[src/hdl/q2e_pkg.sv]
// Shared types and constants for the quaternion to Euler angle core.
// Holds datapath widths, the CORDIC vector record and the arctangent table.
// No dependencies.
`default_nettype none
package q2e_pkg;

    // CORDIC x/y width: Q28 operands reach about 2^33, plus gain and pre-rotation
    localparam int CW = 37;
    // angle accumulator, 1/65536 hundredth degree
    localparam int AW = 32;
    // saturated asin argument, +-2^28
    localparam int SW = 30;
    // square root radicand and remainder
    localparam int RW = 58;
    // square root result bits, covers 2^28
    localparam int QW = 29;
    localparam int TABLE_LEN = 24;

    localparam logic signed [AW-1:0] QUARTER_TURN = AW'(589824000);
    localparam logic signed [CW-1:0] Q28_ONE = CW'(64'sd268435456);
    localparam logic signed [SW-1:0] S_MAX = SW'(268435456);
    localparam logic signed [SW-1:0] S_MIN = -SW'(268435456);

    typedef struct packed {
        logic signed [CW-1:0] x;
        logic signed [CW-1:0] y;
        logic signed [AW-1:0] acc;
        logic                 zero;
    } cordic_vec_t;

    // atan(2^-i) in 1/65536 hundredth degree, rounded to nearest
    function automatic logic signed [AW-1:0] atan_entry(input int idx);
        logic signed [AW-1:0] v;
        unique case (idx)
            0:  v = AW'(294912000);
            1:  v = AW'(174096719);
            2:  v = AW'(91987925);
            3:  v = AW'(46694507);
            4:  v = AW'(23437865);
            5:  v = AW'(11730358);
            6:  v = AW'(5866610);
            7:  v = AW'(2933484);
            8:  v = AW'(1466764);
            9:  v = AW'(733385);
            10: v = AW'(366693);
            11: v = AW'(183346);
            12: v = AW'(91673);
            13: v = AW'(45837);
            14: v = AW'(22918);
            15: v = AW'(11459);
            16: v = AW'(5730);
            17: v = AW'(2865);
            18: v = AW'(1432);
            19: v = AW'(716);
            20: v = AW'(358);
            21: v = AW'(179);
            22: v = AW'(90);
            23: v = AW'(45);
            default: v = '0;
        endcase
        return v;
    endfunction

endpackage
`default_nettype wire

[src/hdl/q2e_sqrt_cell.sv]
// One cell of the pipelined bit-by-bit integer square root.
// Resolves one result bit and passes a side payload along. Uses q2e_pkg.
`default_nettype none
module q2e_sqrt_cell
    import q2e_pkg::*;
#(
    parameter int K  = 0,
    parameter int DW = 1
) (
    input  wire logic          clk,
    input  wire logic [RW-1:0] in_rem,
    input  wire logic [RW-1:0] in_res,
    input  wire logic [DW-1:0] in_data,
    output logic      [RW-1:0] out_rem,
    output logic      [RW-1:0] out_res,
    output logic      [DW-1:0] out_data
);

    localparam logic [RW-1:0] BIT = RW'(1) << (2 * K);

    logic [RW-1:0] rem_reg;
    logic [RW-1:0] rem_next;
    logic [RW-1:0] res_reg;
    logic [RW-1:0] res_next;
    logic [DW-1:0] data_reg;
    logic [RW-1:0] trial;

    always_comb
    begin
        trial = in_res + BIT;
        if (in_rem >= trial)
        begin
            rem_next = in_rem - trial;
            res_next = (in_res >> 1) + BIT;
        end
        else
        begin
            rem_next = in_rem;
            res_next = in_res >> 1;
        end
    end

    always_ff @(posedge clk)
    begin
        rem_reg  <= rem_next;
        res_reg  <= res_next;
        data_reg <= in_data;
    end

    assign out_rem  = rem_reg;
    assign out_res  = res_reg;
    assign out_data = data_reg;

endmodule
`default_nettype wire

[config.mk]
export PLATFORM = sky130hd
export DESIGN_NAME = q2e_sqrt_cell
export DESIGN_NICKNAME = d
export VERILOG_FILES = /design/src/hdl/q2e_pkg.sv /design/src/hdl/q2e_sqrt_cell.sv
export SDC_FILE = /design/constraint.sdc
export NUM_CORES = 1
export LEC_CHECK = 0
export BUFFER_PORTS_ARGS = -buffer_cell sky130_fd_sc_hd__buf_2
export CAP_MARGIN = 20
export CORE_MARGIN = 4
export CORE_UTILIZATION = 50
export CTS_CLUSTER_DIAMETER = 150
export DETAILED_ROUTE_END_ITERATION = 6
export PLACE_DENSITY = 0.76
export REMOVE_ABC_BUFFERS = 1
export SETUP_SLACK_MARGIN = 0.1
export SYNTH_ARGS = -nofsm -noshare
export SYNTH_HDL_FRONTEND = slang
export SYNTH_SLANG_ARGS = --single-unit
[constraint.sdc]
create_clock -name clk -period 6.9 [get_ports clk]
set_clock_uncertainty 0.2 [all_clocks]
set_input_delay 0.69 -clock clk [delete_from_list [all_inputs] [get_ports clk]]
set_output_delay 0.69 -clock clk [all_outputs]
set_load 0.005 [all_outputs]
==> qor.yml, run 1 <==
status:
  status: "finished, final reports clean"
final_layout:
  drive_gt1_share_pct: 23.1
  final_cells: 1587
  post-route-util_pct: 62.3
  syn_to_final_growth_pct: 21.4
  fin_nets: 1526
global_routing:
  track_usage_pct: 30.0
  grt_pass1_vias: 8944
  antenna_found_initial: 2
  overflow: 0
  grt_pass1_wl_um: 47700
  grt_max_degree: 57
floorplanning:
  core-area_um2: 17400
  placementRows: 48
  dieArea_um2: 20100
  start_util_pct: 51.3
  die_w_um: 142
  boundaryPins: 235
  dieHeight_um: 142
worst_setup_path:
  crit_buf_inv: 3
  cp_common_cell: "and3_1"
  cp.arrival_ns: 6.25
  cp_slowest_cell: "nor4_2"
  worst-path-max-fanout: 35
  cp_top_family: "simple AND/OR/NAND/NOR gates"
  crit_path_cell_trace: "buf_2 -> ha_1 -> and3_1 -> and3_1 -> and2_1 -> inv_1 -> nor4_2 -> and3_1 -> nand2_1 -> nor2_1 -> xnor2_1 -> ha_1 -> a21o_1 -> a311oi_1 -> a21oi_1 -> o21ai_0 -> o221ai_1 -> o2111ai_2 -> and2_4 -> buf_4 -> nor3_1 -> xor2_1"
  crit_required_ns: 7.01
  critPathCaptureType: "flop"
  startpoint_type: "input pin"
  critPathKind: "input pin to flop"
  max_stage_delay_ns: 0.65
clocking:
  cts_buffers: 17
  clkSlewWorstSetupHoldPaths_ns: 0.06
  hold_buffers: 0
  cts_sinks: 117
  clockBufferDepth: 2
  cts_tree: "done"
  cts_resized: 0
  cts-root-buf: "clkbuf_16"
  cts_max_level: 4
  cts_setup_buffers: 0
placement:
  dp_hpwl_um: 24600
  placedCellCount: 1553
  gp_congestion: 0.985
  port_buffers: 234
pwr:
  irDropWorstVdd_mv: 0.180
  p_leak_nw: 4.74
  p_per_area_nw_per_um2: 219
min_path:
  min_from: "in_data"
  hp-class: "input pin to flop"
  worstHoldPathCells: 1
  min_to: "out_data$_DFF_P_"
timing:
  slew_violations: 0
  fmax_mhz: 163
  finalSetupViolCount: 0
  worst_pin_slew_ns: 0.735
  period_minus_slack_ns: 6.14
  relSlewSlack_pct: 50.5
  fin_crit_sh_pct: 89.0
  hold_violations: 0
  rsz0062_at_grt: "no"
synth:
  synth-edff-count: 0
  synthFlopType: "dfxtp_1"
  synth_warnings: 0
  synth_seq_area_share_pct: 26.2
  avgSynthCellArea_um2: 7.83
  synth_area_um2: 8940
  yosysTopAreaCellShare_pct: 26.2
  yosys_register_bits: 117
  synth_top_cell_by_area: "dfxtp_1"
  async_reset_ff_share_pct: 0
  ys_types: 75
  postSynthCellCount: 1141
  synthTopCellsByArea: "dfxtp_1, xnor2_1, ha_1"
route:
  drt-pass1-iter-count: 6
  drc: 0
  drtIter0Drc: 801
  vias: 9413
  routed_via_density: 5.93
  drt_wl_total_um: 31000
  ant_nets: 0
  drt-wirelength-per-cell_um: 19.6
run:
  cap_violations: 0
==> through the flow <==
step | TNS (ns) | hold slack (ns) | total power, mW | area, µm² | setup slack (ns)
after CTS | 0 | 0.145 | 2.37 | 10800 | 0.906
after floorplan | -17.03 | 0.518 | 1.20 | 8670 | -0.639
after detailed placement | 0 | 0.594 | 1.47 | 10300 | 0.471
final | 0 | 0.157 | 2.37 | 10800 | 0.759
after global routing | 0 | 0.156 | 2.48 | 10800 | 0.474
after global placement | 0 | 0.594 | 1.47 | 10300 | 0.736
==> power by group <==
part           total [mW]  internal (mW)  switching [mW]  leakage, nW
Sequential          0.780          0.758          0.0222        0.987
Clock               0.903          0.549           0.354        0.270
Combinational       0.689          0.283           0.406         3.48
==> area by class of cell <==
type	count	area [µm²]
tap	225	282
clock buffer	20	457
clock inverter	12	129
timing repair buffer	249	1300
multi-input combinational	940	6260
sequential	117	2340
fill	1639	6570
inverter	22	82.6
antenna	2	5.00
==> kinds of logic after synthesis <==
kind of cell    count (synthesis)  synth area share (%)
flops                         117                  26.2
fa+ha+maj                      61                  8.62
xor+xnor                      158                  15.5
buf+inv                        84                  3.96
mux                             5                 0.616
compound gates                261                  19.4
simple gates                  455                  25.8
==> routing by layer <==
| metal | track usage (%) | up-vias | routed length (µm) |
|---|---|---|---|
| met3 | 6.00 | 77 | 2540 |
| met2 | 48.0 | 477 | 14400 |
| met5 | 0 | - | 0 |
| met1 | 40.1 | 4345 | 13200 |
| met4 | 10.8 | 0 | 931 |
| li1 | - | 4514 | - |
==> cells in the final DEF, fill, tap and decap left out, types with 3 or more instances in the layout <==
cell type and n:
buf_2 234, nand2_1 120, dfxtp_1 117, nor2_1 104, xnor2_1 98, a21oi_1 92
xor2_1 60, ha_1 60, nand3_1 54, o21ai_0 40, a21o_1 35, nand4_1 34
and3_1 30, nor3_1 28, inv_1 22, clkbuf_16 17, o21a_1 14, buf_4 14
and4_1 12, and2_1 11, or3_1 10, nor4_1 10, a31oi_1 10, nor2b_1 9
a211o_1 8, or2_2 7, o21bai_1 7, o211ai_1 6, o31ai_1 6, clkinvlp_4 6
a2111oi_0 5, a211oi_1 4, nor3_2 4, nand2b_1 4, mux2_2 4, a21boi_0 3
clkinv_2 3
==> flip-flops by register name (all words and copies together) (netlist names) <==
signal    flops
out_data      1
out_res      58
out_rem      58
==> synthesized netlist by cell type (all sizes together), types with 22 or more instances <==
master and n:
nand3 55, clkbuf 44, o21ai 42, xnor2 98, a21oi 92, nand2 121
inv 22, xor2 60, and3 30, nor2 104, a21o 35, nand4 34
dfxtp 117, ha 60, nor3 32
==> worst max path at each step <==
stage	from	depth (start not counted)	end	slack (ns)
CTS	in_res[2]	22	out_res[23]$_DFF_P_	0.91
global route	in_res[1]	22	out_res[23]$_DFF_P_	0.47
global placement	in_res[2]	22	out_res[23]$_DFF_P_	0.74
detailed placement	in_res[2]	22	out_res[23]$_DFF_P_	0.47
finish	in_res[2]	22	out_res[23]$_DFF_P_	0.76
floorplan	in_res[1]	20	out_rem[25]$_DFF_P_	-0.64
(Power assumes the default switching activity.)
==> run 2, diff against run 1 <==
--- a/config.mk
+++ b/config.mk
@@ -7,10 +7,12 @@
 export LEC_CHECK = 0
 export BUFFER_PORTS_ARGS = -buffer_cell sky130_fd_sc_hd__buf_2
 export CAP_MARGIN = 20
+export CORE_ASPECT_RATIO = 1.25
 export CORE_MARGIN = 4
 export CORE_UTILIZATION = 50
 export CTS_CLUSTER_DIAMETER = 150
 export DETAILED_ROUTE_END_ITERATION = 6
+export GPL_TIMING_DRIVEN = 0
 export PLACE_DENSITY = 0.76
 export REMOVE_ABC_BUFFERS = 1
 export SETUP_SLACK_MARGIN = 0.1
==> run 2 against run 1 <==
Net effect: clock-buffer cell count up 2; largest cell class unchanged; largest power group unchanged; hold slack better by 0.010 ns; critical endpoint is now out_rem[57]$_DFF_P_; sequential power about the same; critical path depth down 2; fmax down 4.9%; first-iteration DRC count down 11%; wire length down 2.6%; die area about the same; sequential share of layout area up 0.085 points; highest routed layer is now met5; worst setup slack worse by 0.32 ns.
==> qor.yml, run 2 (synthesis results as in run 1) <==
timing:
  worst_pin_slew_ns: 0.757  # +0.0216 ns
  rsz0062_at_grt: "no"
  fin_ws_ns: 0.441  # -0.318 ns
  finalSetupViolCount: 0  # unchanged
  fin_crit_sh_pct: 93.6  # +4.6 points
  relSlewSlack_pct: 49.5  # -0.99 points
  fmax_mhz: 155  # -4.9%
  period_minus_slack_ns: 6.46  # +0.318 ns
  slew_violations: 0  # unchanged
  hold_violations: 0  # unchanged
placement:
  gp_congestion: 0.926  # -6.0%
  port_buffers: 234  # unchanged
  placed_area_um2: 10200  # -0.89%
  dp_worst_setup_slack_ns: -0.180  # -0.651 ns
  dp_hpwl_um: 23300  # -5.3%
floorplanning:
  dieHeight_um: 157  # +11%
  die_w_um: 128  # -10%
  placementRows: 54  # +13%
  core-area_um2: 17500  # +0.47%
  boundaryPins: 235  # unchanged
  start_util_pct: 51.1  # -0.24 points
  dieArea_um2: 20100  # about the same
clocking:
  clkSlewWorstSetupHoldPaths_ns: 0.06  # about the same
  cts_max_level: 4  # unchanged
  clockBufferDepth: 2  # unchanged
  cts_tree: "done"
  cts_sinks: 117  # unchanged
  cts-root-buf: "clkbuf_16"
  cts_buffers: 17  # unchanged
min_path:
  hp-class: "input pin to flop"
  min_to: "out_data$_DFF_P_"
  worstHoldPathCells: 1  # unchanged
  min_from: "in_data"
final_layout:
  layout_common_cells: "buf_2, nand2_1, dfxtp_1, nor2_1, xnor2_1"
  drive_gt1_share_pct: 22.3  # -0.80 points
  fin_nets: 1514  # -0.79%
  syn_to_final_growth_pct: 20.9
  final_area_um2: 10800  # -0.39%
  layout_commonest_cell: "buf_2"
worst_setup_path:
  crit_path_cell_trace: "buf_2 -> ha_1 -> nand3_1 -> nor2b_1 -> and3_1 -> and3_1 -> nand2_1 -> nor2_1 -> nand2_1 -> xor2_1 -> ha_1 -> and2_1 -> nand3_1 -> nand4bb_1 -> or2_2 -> o22ai_1 -> o21ai_1 -> a21oi_1 -> a21oi_1 -> o221a_2"
  cp_slowest_cell: "a21oi_1"
  max_stage_delay_ns: 0.62  # -0.03 ns
  startpoint_type: "input pin"
  critPathKind: "input pin to flop"
  worst-path-max-fanout: 15  # -57%
  cp.arrival_ns: 6.57  # +0.32 ns
  cp_top_family: "simple AND/OR/NAND/NOR gates"
  crit_buf_inv: 1  # -2
  critPathCaptureType: "flop"
  crit_required_ns: 7.01  # about the same
pwr:
  p_leak_nw: 4.72  # -0.50%
  sw_frac_of_total_pct: 31.6  # -1.4 points
  internal_power_mw: 1.63  # +2.5%
  seq_power_share_pct: 32.8  # about the same
  p_per_area_nw_per_um2: 220  # +0.81%
  p_switching_uw: 752  # -3.9%
  p_clk_share_pct: 38.6  # +0.5 points
  irDropWorstVdd_mv: 0.152  # -16%
  combPwrFrac_pct: 28.7  # -0.3 points
global_routing:
  grt_pass1_wl_um: 45500  # -4.6%
  overflow: 0  # unchanged
  grt_pass1_vias: 8855  # -1.0%
  antenna_found_initial: 2  # unchanged
  track_usage_pct: 28.6  # -1.3 points
  grt_max_degree: 68  # +19%
route:
  vias: 9250  # -1.7%
  drt-wirelength-per-cell_um: 19.2  # -1.6%
  drt_wl_total_um: 30200  # -2.6%
  drc: 0  # unchanged
  routed_via_density: 5.89  # -0.73%
  ant_nets: 0  # unchanged
  drtIter0Drc: 714  # -11%
  drt-pass1-iter-count: 5  # -1
run:
  cap_violations: 0  # unchanged
status:
  status: "finished, final reports clean"
==> run 2: power by group through the flow <==
| stage | clock [mW] | sequential, mW | combinational [mW] |
|---|---|---|---|
| 3_3_place_gp | 0 | 0.792 | 0.663 |
| 2_1_floorplan | 0 | 0.804 | 0.396 |
| 5_1_grt | 0.956 | 0.786 | 0.749 |
| 3_5_place_dp | 0 | 0.793 | 0.665 |
| 4_1_cts | 0.932 | 0.780 | 0.672 |
| 6_report | 0.918 | 0.780 | 0.683 |
==> run 2: worst max path at each step <==
stage	slack [ns]	from	depth (start not counted)	endpoint
global placement	-3.68	in_res[1]	20	out_rem[25]$_DFF_P_
finish	0.44	in_res[0]	20	out_rem[57]$_DFF_P_
floorplan	-0.64	in_res[1]	20	out_rem[25]$_DFF_P_
detailed placement	-0.18	in_res[2]	22	out_rem[25]$_DFF_P_
global route	0.09	in_res[2]	23	out_rem[25]$_DFF_P_
CTS	0.22	in_res[2]	22	out_rem[25]$_DFF_P_
==> run 2: what timing repair did <==
item,in CTS,in global routing
setup endpoints to repair,0,59
setup buffers,0,0
endpoints found under the hold margin,0,0
hold buffers,0,0
gates resized for setup,0,5
==> run 2: cell type report <==
type                    count  area [µm²]
multi-input cells         941        6290
clock buffers              22         474
inverters                  22        82.6
repair buffers            236        1210
flip-flops and latches    117        2340
fillers                  1602        6690
diodes                      1        2.50
well taps                 224         280
clock inverters             8         125
==> run 2: through the flow <==
stage / setup TNS [ns] / utilization [%] / hold slack (ns) / std cells / total power [mW]
final: 0 / 61.8 / 0.167 / 1571 / 2.38
after detailed placement: -0.180 / 58.1 / 0.597 / 1539 / 1.46
after CTS: 0 / 61.5 / 0.152 / 1569 / 2.38
after global routing: 0 / 61.7 / 0.160 / 1570 / 2.49
after global placement: -293.79 / 57.8 / 0.595 / 1537 / 1.46
after floorplan: -17.03 / - / 0.518 / 1079 / 1.20
==> run 2: routing by layer <==
metal,up-vias,track usage [%],part of all wire (%)
met3,76,5.06,7.4
met5,-,0,0.033
li1,4470,-,-
met2,422,49.5,48
met1,4280,33.7,39
met4,2,15.3,5.3
